--- src/hw/rtl/swfr_pkg.sv ---
// Package with the shared constants and the result type of the stop-and-wait frame receiver.
`default_nettype none

package swfr_pkg;

  // Link byte codes.
  localparam logic [7:0] FLAG_BYTE   = 8'h7E;
  localparam logic [7:0] ADDR_SENDER = 8'h03;
  localparam logic [7:0] CTRL_I0     = 8'h00;
  localparam logic [7:0] CTRL_I1     = 8'h40;
  localparam logic [7:0] CTRL_RR0    = 8'h05;
  localparam logic [7:0] CTRL_RR1    = 8'h85;
  localparam logic [7:0] CTRL_REJ0   = 8'h01;
  localparam logic [7:0] CTRL_REJ1   = 8'h81;

  // Result kinds.
  localparam logic KIND_PAYLOAD = 1'b0;
  localparam logic KIND_VERDICT = 1'b1;

  // Verdict codes.
  localparam logic [1:0] VERDICT_ACCEPT    = 2'd0;
  localparam logic [1:0] VERDICT_BCC2_ERR  = 2'd1;
  localparam logic [1:0] VERDICT_TOO_SHORT = 2'd2;

  // One result item.
  typedef struct packed {
    logic       kind;
    logic [7:0] payload_byte;
    logic [1:0] verdict;
    logic       reply_needed;
    logic [7:0] reply_control;
    logic [7:0] payload_length;
  } result_t;

endpackage

`default_nettype wire

--- src/hw/rtl/swfr_if.sv ---
// Handshake interfaces for the received byte channel and the result channel.
`default_nettype none

interface swfr_byte_if;
  logic       valid;
  logic       ready;
  logic [7:0] rx_byte;

  modport source (output valid, output rx_byte, input ready);
  modport sink   (input valid, input rx_byte, output ready);
endinterface

interface swfr_result_if;
  logic       valid;
  logic       ready;
  logic       kind;
  logic [7:0] payload_byte;
  logic [1:0] verdict;
  logic       reply_needed;
  logic [7:0] reply_control;
  logic [7:0] payload_length;

  modport source (output valid, output kind, output payload_byte, output verdict,
                  output reply_needed, output reply_control, output payload_length,
                  input ready);
  modport sink   (input valid, input kind, input payload_byte, input verdict,
                  input reply_needed, input reply_control, input payload_length,
                  output ready);
endinterface

`default_nettype wire

--- src/hw/rtl/stop_wait_frame_receiver.sv ---
// Stop-and-wait I-frame receiver: frame parser, payload pass-through and verdict output.
//
// Usage: link bytes enter on rx_i, one item per handshake. The block hunts for the
// opening flag, checks address, control byte (expected sequence bit) and header check,
// then passes body bytes on res_o delayed by one byte while XOR-ing them. The closing
// flag yields one verdict item (accepted, BCC2 error or too short), with the reply
// control byte for the first two; acceptance toggles the sequence bit.
// Throughput: one byte per cycle while rx_i is ready. The parser state is updated when a
// byte is accepted, and its result is written to the output register, or to the skid
// entry when the output register holds a result that is not being taken.
// Stalls: the output register is backed by one skid entry. rx_i stays ready while the
// skid entry is free, so one more byte is taken while a result waits; ready drops only
// when both entries hold results.
// Reset: the parser hunts for a flag, the sequence bit is zero and both output
// entries are empty.
`default_nettype none

module stop_wait_frame_receiver #(
  parameter int MAX_PAYLOAD = 256
) (
  input  wire logic     clk_i,
  input  wire logic     rst_ni,
  swfr_byte_if.sink     rx_i,
  swfr_result_if.source res_o
);

  localparam int CntW = $clog2(MAX_PAYLOAD + 1);
  localparam int LenW = (CntW > 8) ? CntW : 8;

  typedef enum logic [2:0] {
    PH_HUNT = 3'd0,
    PH_ADDR = 3'd1,
    PH_CTRL = 3'd2,
    PH_HCHK = 3'd3,
    PH_BODY = 3'd4
  } phase_e;

  phase_e              phase_q, phase_d;
  logic                seq_q, seq_d;
  logic [CntW-1:0]     count_q, count_d;
  logic [7:0]          held_q, held_d;
  logic [7:0]          check_q, check_d;

  logic                out_valid_q, skid_valid_q;
  swfr_pkg::result_t   out_q, skid_q;

  logic                accept;
  logic                push;
  logic                pop;
  swfr_pkg::result_t   res;
  logic [7:0]          ctrl_exp;
  logic [LenW-1:0]     cnt_m1;
  logic [7:0]          plen;
  logic [7:0]          b;

  assign b        = rx_i.rx_byte;
  assign rx_i.ready = !skid_valid_q;
  assign accept   = rx_i.valid && !skid_valid_q;
  assign pop      = out_valid_q && res_o.ready;
  assign ctrl_exp = seq_q ? swfr_pkg::CTRL_I1 : swfr_pkg::CTRL_I0;

  // Length of the payload without the BCC2 byte, saturated to eight bits.
  assign cnt_m1 = LenW'(count_q) - LenW'(1);
  assign plen   = (cnt_m1 > LenW'(255)) ? 8'hFF : cnt_m1[7:0];

  // Per-byte parser step.
  always_comb begin
    phase_d = phase_q;
    seq_d   = seq_q;
    count_d = count_q;
    held_d  = held_q;
    check_d = check_q;
    push    = 1'b0;
    res     = '0;
    case (phase_q)
      PH_ADDR: begin
        if (b == swfr_pkg::ADDR_SENDER) begin
          phase_d = PH_CTRL;
        end else if (b != swfr_pkg::FLAG_BYTE) begin
          phase_d = PH_HUNT;
        end
      end
      PH_CTRL: begin
        phase_d = (b == ctrl_exp) ? PH_HCHK : PH_HUNT;
      end
      PH_HCHK: begin
        if (b == (swfr_pkg::ADDR_SENDER ^ ctrl_exp)) begin
          phase_d = PH_BODY;
          count_d = '0;
          held_d  = '0;
          check_d = '0;
        end else begin
          phase_d = PH_HUNT;
        end
      end
      PH_BODY: begin
        if (b == swfr_pkg::FLAG_BYTE) begin
          phase_d  = PH_HUNT;
          push     = 1'b1;
          res.kind = swfr_pkg::KIND_VERDICT;
          if (count_q == '0) begin
            res.verdict = swfr_pkg::VERDICT_TOO_SHORT;
          end else if (held_q == check_q) begin
            seq_d              = !seq_q;
            res.verdict        = swfr_pkg::VERDICT_ACCEPT;
            res.reply_needed   = 1'b1;
            res.reply_control  = seq_q ? swfr_pkg::CTRL_RR0 : swfr_pkg::CTRL_RR1;
            res.payload_length = plen;
          end else begin
            res.verdict        = swfr_pkg::VERDICT_BCC2_ERR;
            res.reply_needed   = 1'b1;
            res.reply_control  = seq_q ? swfr_pkg::CTRL_REJ1 : swfr_pkg::CTRL_REJ0;
            res.payload_length = plen;
          end
        end else if (count_q == '0) begin
          held_d  = b;
          count_d = CntW'(1);
        end else if (count_q < CntW'(MAX_PAYLOAD)) begin
          // Pass the held byte on and keep the new one as a BCC2 candidate.
          push             = 1'b1;
          res.kind         = swfr_pkg::KIND_PAYLOAD;
          res.payload_byte = held_q;
          check_d          = check_q ^ held_q;
          held_d           = b;
          count_d          = count_q + CntW'(1);
        end
      end
      default: begin
        phase_d = (b == swfr_pkg::FLAG_BYTE) ? PH_ADDR : PH_HUNT;
      end
    endcase
  end

  // Parser state.
  always_ff @(posedge clk_i or negedge rst_ni) begin
    if (!rst_ni) begin
      phase_q <= PH_HUNT;
      seq_q   <= 1'b0;
      count_q <= '0;
    end else if (accept) begin
      phase_q <= phase_d;
      seq_q   <= seq_d;
      count_q <= count_d;
    end
  end

  // Body data registers.
  always_ff @(posedge clk_i or negedge rst_ni) begin
    if (!rst_ni) begin
      held_q  <= '0;
      check_q <= '0;
    end else if (accept) begin
      held_q  <= held_d;
      check_q <= check_d;
    end
  end

  // Output register with one skid entry.
  always_ff @(posedge clk_i or negedge rst_ni) begin
    if (!rst_ni) begin
      out_valid_q  <= 1'b0;
      skid_valid_q <= 1'b0;
    end else begin
      if (!out_valid_q || pop) begin
        if (skid_valid_q) begin
          out_valid_q  <= 1'b1;
          skid_valid_q <= 1'b0;
        end else begin
          out_valid_q <= accept && push;
        end
      end else if (accept && push) begin
        skid_valid_q <= 1'b1;
      end
    end
  end

  always_ff @(posedge clk_i) begin
    if (!out_valid_q || pop) begin
      out_q <= skid_valid_q ? skid_q : res;
    end else if (accept && push) begin
      skid_q <= res;
    end
  end

  // Result channel.
  assign res_o.valid          = out_valid_q;
  assign res_o.kind           = out_q.kind;
  assign res_o.payload_byte   = out_q.payload_byte;
  assign res_o.verdict        = out_q.verdict;
  assign res_o.reply_needed   = out_q.reply_needed;
  assign res_o.reply_control  = out_q.reply_control;
  assign res_o.payload_length = out_q.payload_length;

endmodule

`default_nettype wire
--- src/flat_wrapper.sv ---
// flat-port wrapper written by rule: the top's interface ports become plain ports
module stop_wait_frame_receiver_flat 
#(
  parameter int MAX_PAYLOAD = 256
)
  (clk_i, rst_ni, rx_i_valid, rx_i_rx_byte, rx_i_ready, res_o_valid, res_o_kind, res_o_payload_byte, res_o_verdict, res_o_reply_needed, res_o_reply_control, res_o_payload_length, res_o_ready);
  swfr_byte_if rx_i_i ();
  swfr_result_if res_o_i ();
  input  wire logic clk_i;
  input  wire logic rst_ni;
  input wire logic [$bits(rx_i_i.valid)-1:0] rx_i_valid;
  input wire logic [$bits(rx_i_i.rx_byte)-1:0] rx_i_rx_byte;
  output wire logic [$bits(rx_i_i.ready)-1:0] rx_i_ready;
  output wire logic [$bits(res_o_i.valid)-1:0] res_o_valid;
  output wire logic [$bits(res_o_i.kind)-1:0] res_o_kind;
  output wire logic [$bits(res_o_i.payload_byte)-1:0] res_o_payload_byte;
  output wire logic [$bits(res_o_i.verdict)-1:0] res_o_verdict;
  output wire logic [$bits(res_o_i.reply_needed)-1:0] res_o_reply_needed;
  output wire logic [$bits(res_o_i.reply_control)-1:0] res_o_reply_control;
  output wire logic [$bits(res_o_i.payload_length)-1:0] res_o_payload_length;
  input wire logic [$bits(res_o_i.ready)-1:0] res_o_ready;
  assign rx_i_i.valid = rx_i_valid;
  assign rx_i_i.rx_byte = rx_i_rx_byte;
  assign rx_i_ready = rx_i_i.ready;
  assign res_o_valid = res_o_i.valid;
  assign res_o_kind = res_o_i.kind;
  assign res_o_payload_byte = res_o_i.payload_byte;
  assign res_o_verdict = res_o_i.verdict;
  assign res_o_reply_needed = res_o_i.reply_needed;
  assign res_o_reply_control = res_o_i.reply_control;
  assign res_o_payload_length = res_o_i.payload_length;
  assign res_o_i.ready = res_o_ready;
  stop_wait_frame_receiver #(.MAX_PAYLOAD(MAX_PAYLOAD)) u_core (.clk_i(clk_i), .rst_ni(rst_ni), .rx_i(rx_i_i), .res_o(res_o_i));
endmodule
--- config.mk ---
export PLATFORM = sky130hd
export DESIGN_NAME = stop_wait_frame_receiver_flat
export DESIGN_NICKNAME = d
export VERILOG_FILES = /design/src/hw/rtl/swfr_pkg.sv /design/src/hw/rtl/swfr_if.sv /design/src/hw/rtl/stop_wait_frame_receiver.sv /design/src/flat_wrapper.sv
export SDC_FILE = /design/constraint.sdc
export NUM_CORES = 1
export LEC_CHECK = 0
export BUFFER_PORTS_ARGS = -buffer_cell sky130_fd_sc_hd__buf_2
export CAP_MARGIN = 20
export CORE_MARGIN = 5
export CORE_UTILIZATION = 40
export DETAILED_ROUTE_END_ITERATION = 6
export SLEW_MARGIN = 20
export SYNTH_ARGS = -nofsm -noshare
export SYNTH_HDL_FRONTEND = slang
export SYNTH_SLANG_ARGS = --single-unit
--- constraint.sdc ---
create_clock -name clk_i -period 3.5 [get_ports clk_i]
set_clock_uncertainty 0.1 [all_clocks]
set_input_delay 0.175 -clock clk_i [delete_from_list [all_inputs] [get_ports clk_i]]
set_output_delay 0.175 -clock clk_i [all_outputs]
set_load 0.05 [all_outputs]
==> metrics.md, run 1 <==
| Metric | Value |
|---|---|
| Status | completed |
| Slew Limit Fails | 0 |
| All-Layer GR Usage | 0.142 |
| Clock Sinks | 75 |
| CP endpoint kind | flop |
| Compound-cell area share of the yosys netlist | 0.130 |
| Cell variety after synth | 52 |
| FF-to-FF setup slack | 1000 ps |
| Simple-gate portion of the synthesized area | 0.187 |
| DP Cell Count | 508 |
| Hold EP | u_core.held_q[5] |
| Hold Crit Class | in -> reg |
| H-Tree Depth | 3 |
| Antenna fix cells | 0 |
| Hold violation total from the final report | 0 |
| Hold depth | 3 |
| Arrival time at the worst endpoint | 2480 ps |
| Final setup viols | 0 |
| Clk pin slew, worst setup/hold paths | 90 ps |
| Routed len/inst | 14.7 um |
| Core area | 9240 um2 |
| Post-Route Utilization | 0.463 |
| Final period demand of the worst path | 2500 ps |
| XOR/XNOR Fraction of Synth Area | 0.0301 |
| Global-route wire length before repair | 12900 um |
| RR Startpoint | u_core.count_q[0] |
| Synth Cell Area | 3780 um2 |
| Pre-Repair DR Iteration Count | 4 |
| Num rows | 35 |
| TritonCTS Buffers | 9 |
| Largest area contributor in the netlist | edfxtp_1 |
| I/O Buffers | 36 |
| Largest net degree at the start of global routing | 41 |
| Area of the multi-input gates | 1480 um2 |
| Mapped Avg Cell Area | 10.6 um2 |
| Clk root buf | clkbuf_8 |
| Final ANT Viol Nets | 0 |
| Most common cell after layout, fill and taps aside | nand2_1 |
| Sequential cell area | 2100 um2 |
| Post-DP HPWL | 5410 um |
| CTS max path bufs | 2 |
| Slew @ Worst Pin | 809 ps |
| R2R Path End | u_core.res_o.payload_length[2] |
| Fin nets | 410 |
| DRT Wirelength | 7790 um |
| Initial Util | 0.409 |
| Worst Min Path Start | rx_i_rx_byte[5] |
| Critical Path Fanout Max | 16 |
| RSZ-0062 raised after global routing | false |
| Global route overflow | 0 |
| Slew Limit Headroom | 0.459 |
| Fillers | 862 |
| Worst vdd ir | 0.000175 V |
| Setup TNS | 0 ps |
| Post_cts resized | 0 |
| R2R depth | 6 |
| Final Instance Count excl. Fillers | 529 |
| Max-Cap Viols | 0 |
| Io pins | 42 |
| Die W | 107 um |
| CP Data Required Time | 3480 ps |
| Post-synthesis mux area share | 0.0294 |
| #FFs+latches synth | 75 |
| Top cells by area, synth | edfxtp_1, dfrtp_1, nand2_1 |
| CTS tree | built |
| Initial antenna violation count | 0 |
| Post-route clock period utilization | 0.714 |
| Final GP Congestion | 0.796 |
| F_max | 0.400 GHz |
| Post-synth EDFFs | 44 |
| Post-synthesis instance total | 356 |
| Worst-skew pair later-pin latency | 340 ps |
| Sequential cell area fraction in the yosys report | 0.554 |
| DRC Markers | 0 |
| Cts-stage hold buffer count | 4 |
| Largest family of logic cells by synthesized area | simple AND/OR/NAND/NOR gates |
| Adder-Cell Fraction of Synth Area | 0.00992 |
| Ys Warns | 0 |
| Share of layout cells above drive strength 1 | 0.173 |
| Vias in the first global route | 2525 |
| Critical path class | reg -> reg |
| Setup crit start kind | flop |
| Postcts setup bufs | 0 |
| Die H | 107 um |
| Post-synth ARST share | 0.413 |
| Total power | 1600 uW |
| Synth Flop Type | edfxtp_1 |
| Area Growth Syn to Fin | 13.1% |
| DIE AREA | 11500 um2 |
| Pleak | 0.00171 uW |
| PD cells | 375 nW/um2 |
| Most frequent cells in the layout | nand2_1, edfxtp_1, buf_2 |
| Iteration-0 DRC Markers | 158 |
| Worst hold slack | 7.66 ps |
| Vias per cell | 5.23 |
| Via count | 2766 |
| Area share of the largest cell type after synthesis | 0.349 |
[area by class of cell]
class	count	area share
flip-flops and latches	75	0.490
well taps	129	0.0377
multi-input cells	239	0.346
inverters	22	0.0193
clock inverters	7	0.0117
clock buffers	9	0.0289
repair buffers	48	0.0661
[flip-flops by register name, summed over array words and instances, names as in the netlist, 2 cells and up]
name / cells
u_core.skid_q: 22
u_core.count_q: 9
u_core.check_q: 8
u_core.held_q: 8
u_core.res_o.payload_byte: 8
u_core.res_o.payload_length: 8
u_core.phase_q: 3
u_core.res_o.reply_control: 3
u_core.res_o.verdict: 2
[layer usage]
metal	routed length (um)	global-route usage
met4	83	0.0420
met1	3950	0.210
met5	0	0
met2	3390	0.206
met3	364	0.0349
[worst max-delay path, cell delays in order, from the launching register on]
cell,delay (ps)
dfrtp_1,470
inv_1,150
ha_1,200
nor4b_1,410
nand2_1,280
nand2_1,480
o31ai_1,150
[stage by stage]
step | instance area (um2) | worst slack (ps)
finish | 4280 | 999
detailed placement | 4060 | 1010
global placement | 4060 | 1060
CTS | 4270 | 994
floorplan | 3800 | 679
global route | 4280 | 684
[cells by family (layout without fill, tap and decap cells)]
kind of cell	after synthesis	in the layout
buffers and inverters	46	86
AND/OR/NAND/NOR	137	137
other	1	5
adder cells (fa/ha/maj)	3	3
multiplexers	11	11
flip-flops	75	75
XOR/XNOR	13	13
AO/OA/AOI/OAI	70	70
[worst max path at each step]
stage                  startpoint                              to  cells after the start
6_report        u_core.count_q[0]  u_core.res_o.payload_length[2]                      6
5_1_grt         u_core.count_q[0]  u_core.res_o.payload_length[4]                      6
4_1_cts         u_core.count_q[0]  u_core.res_o.payload_length[2]                      6
3_5_place_dp    u_core.count_q[0]  u_core.res_o.payload_length[2]                      6
3_3_place_gp    u_core.count_q[0]  u_core.res_o.payload_length[2]                      6
2_1_floorplan  u_core.res_o.valid                u_core.skid_q[0]                      2
[where the power goes]
group          internal [uW]  switching (uW)
logic                   19.6            43.4
clock network            261             340
registers                933            6.41
total                   1210             390
[synthesized netlist by cell type, drive strengths merged, types with 3 or more instances]
cell type	n
nor4	3
xor2	3
o31a	3
nor2	29
a31oi	10
o31ai	14
inv	22
nand3	8
nor2b	3
or3	4
mux2i	10
and3	5
o221ai	8
buf	12
edfxtp	44
clkbuf	12
nand2b	5
xnor2	10
nor3	5
ha	3
o21ai	12
dfrtp	31
nand4	12
nand2	48
a21oi	10
Power figures use the tool's default switching activity.
==> run 2: changes to the inputs <==
--- a/config.mk
+++ b/config.mk
@@ -5,6 +5,7 @@
 export SDC_FILE = /design/constraint.sdc
 export NUM_CORES = 1
 export LEC_CHECK = 0
+export ABC_AREA = 1
 export BUFFER_PORTS_ARGS = -buffer_cell sky130_fd_sc_hd__buf_2
 export CAP_MARGIN = 20
 export CORE_MARGIN = 5
==> constraint.sdc (replaced) <==
create_clock -name clk_i -period 2.4 [get_ports clk_i]
set_clock_uncertainty 0.1 [all_clocks]
set_input_delay 0.12 -clock clk_i [delete_from_list [all_inputs] [get_ports clk_i]]
set_output_delay 0.12 -clock clk_i [all_outputs]
set_load 0.05 [all_outputs]
==> run 2 against run 1 <==
  * First-iteration DRC count grew 14%
  * Synthesized cell count grew 27%
  * Via count is 6.9% higher
  * Setup slack worse by 760 ps
  * Routed wire length down 2.1%
  * Sequential power rose by 44%
  * Cell count increased by 22%
  * Largest power group unchanged
==> metrics.md, run 2 <==
| Metric | Value |
|---|---|
| Final period demand of the worst path | 2160 ps |
| Vias in the first global route | 2782 |
| Worst setup margin | 242 ps |
| Post-Route Utilization | 0.471 |
| Slew Limit Headroom | 0.524 |
| Status | completed |
| Area share of the largest cell type after synthesis | 0.341 |
| RSZ-0062 raised after global routing | false |
| Num rows | 36 |
| Critical Path Fanout Max | 10 |
| Post-DP HPWL | 5590 um |
| Share of layout cells above drive strength 1 | 0.171 |
| RR Startpoint | u_core.count_q[0] |
| Global-route wire length before repair | 13100 um |
| All-Layer GR Usage | 0.142 |
| #FFs+latches synth | 75 |
| Final Cell Area | 4520 um2 |
| Initial Util | 0.404 |
| Worst Setup EP | u_core.res_o.payload_length[7] |
| Final setup viols | 0 |
| Sequential cell area fraction in the yosys report | 0.541 |
| DIE AREA | 11800 um2 |
| Setup crit start kind | flop |
| Largest area contributor in the netlist | edfxtp_1 |
| Largest regs | u_core.skid_q (22), u_core.count_q (9) |
| Routed len/inst | 11.9 um |
| Dpl ws | 260 ps |
| Slew @ Worst Pin | 713 ps |
| Critical path class | reg -> reg |
| GRT met2 Usage | 0.215 |
| Iteration-0 DRC Markers | 180 |
| I/O Buffers | 36 |
| Reg with most FFs | u_core.skid_q |
| Most frequent cell after synthesis | nand2_1 |
| Clk root buf | clkbuf_8 |
| Io pins | 42 |
| Most frequent cells in the layout | nand2_1, edfxtp_1, inv_1 |
| Post_cts resized | 0 |
| Top post-synthesis cells by count | nand2_1, edfxtp_1, inv_1 |
| Top cells by area, synth | edfxtp_1, dfrtp_1, nand2_1 |
| Worst-skew pair later-pin latency | 360 ps |
| Largest net degree at the start of global routing | 32 |
| Fin nets | 520 |
| Cell variety after synth | 35 |
| Final GP Congestion | 0.880 |
| Antenna fix cells | 0 |
| Max-Cap Viols | 0 |
| Core area | 9590 um2 |
| R2R depth | 8 |
| Setup TNS | 0 ps |
| Met3 usage | 0.0215 |
| CP endpoint kind | flop |
| Slew Limit Fails | 0 |
| CTS tree | built |
| Met1 Track Usage GR | 0.199 |
| Pleak | 0.00209 uW |
| Post-synth EDFFs | 44 |
| Final ANT Viol Nets | 0 |
| Area of the multi-input gates | 1510 um2 |
| TritonCTS Buffers | 9 |
| Most common cell after layout, fill and taps aside | nand2_1 |
| DRT Wirelength | 7620 um |
| H-Tree Depth | 3 |
| Clk pin slew, worst setup/hold paths | 80 ps |
| Post-route clock period utilization | 0.899 |
| Via count | 2958 |
| F_max | 0.463 GHz |
| Gr busiest metal | met2 |
| PD cells | 534 nW/um2 |
| Initial antenna violation count | 0 |
| Post-synthesis instance total | 452 |
| Synth Cell Area | 3880 um2 |
| Die W | 108 um |
| Hold violation total from the final report | 0 |
| Hold Crit Class | in -> reg |
| Fillers | 914 |
| Arrival time at the worst endpoint | 2180 ps |
| Pre-Repair DR Iteration Count | 4 |
| R2R Path End | u_core.res_o.payload_length[7] |
| CP Launch Point | u_core.count_q[0] |
| FF-to-FF setup slack | 240 ps |
| CP Data Required Time | 2420 ps |
| CTS max path bufs | 2 |
| DP Area | 4230 um2 |
| Max reg flops | 22 |
| Vias per cell | 4.60 |
| Synth Flop Type | edfxtp_1 |
| Global route overflow | 0 |
| Area Growth Syn to Fin | 16.5% |
| Clock Sinks | 75 |
| Worst hold slack | 187 ps |
| Sequential cell area | 2100 um2 |
| Worst vdd ir | 0.000207 V |
| Ys Warns | 0 |
| DRC Markers | 0 |
| Die H | 108 um |
| Post-synth ARST share | 0.413 |
| Mapped Avg Cell Area | 8.58 um2 |
## run 2: kinds of logic after synthesis
logic type / Yosys count / synth area share
and+or+nand+nor: 262 / 0.300
DFF: 75 / 0.541
buffers and inverters: 66 / 0.0771
AOI/OAI and AO/OA: 34 / 0.0448
xor gates and xnor gates: 11 / 0.0268
adders and majority gates: 3 / 0.00968
other: 1 / 0.000967
## run 2: critical path, cell delays in order (launching register included)
cell	delay, ps
dfrtp_1	380
inv_1	160
ha_1	290
nand2_1	110
nor3_2	180
xor2_2	370
inv_1	100
nor2_1	150
o21ai_1	70
## run 2: cell type report
type                       instances  area share
clock buffer                       9      0.0274
sequential                        75       0.464
inverter                          47      0.0391
timing repair buffer              57      0.0825
multi-input combinational        315       0.333
tap                              133      0.0368
clock inverter                     7      0.0166
## run 2: worst min-delay path by stage
stage	startpoint	to	cells after the start
floorplan	rst_ni	u_core.check_q[0]	0
global placement	rst_ni	u_core.count_q[7]	1
detailed placement	rst_ni	u_core.skid_valid_q	1
CTS	rx_i_valid	u_core.seq_q	6
global route	rx_i_valid	u_core.seq_q	6
finish	rx_i_valid	u_core.seq_q	6
## run 2: stage by stage
step | power, uW | cells
after floorplan | 1410 | 456
after global placement | 1430 | 618
after detailed placement | 1430 | 618
after CTS | 2430 | 643
after global routing | 2490 | 643
final | 2410 | 643
## run 2: where the power goes
group	total [uW]	internal, uW	switching (uW)
sequential	1350	1350	0.104
combinational	63.2	20.8	42.4
clock	995	487	508
## run 2: routing by layer
layer / up-vias / part of all wire
met3: 15 / 0.059
met4: 0 / 0.024
li1: 1546 / -
met2: 81 / 0.43
met1: 1316 / 0.49
met5: - / 0
## run 2: repair_timing
item                                   4_1_cts  5_1_grt
hold buffers                                 9        0
setup buffers                                0        0
endpoints found under the hold margin       39        0
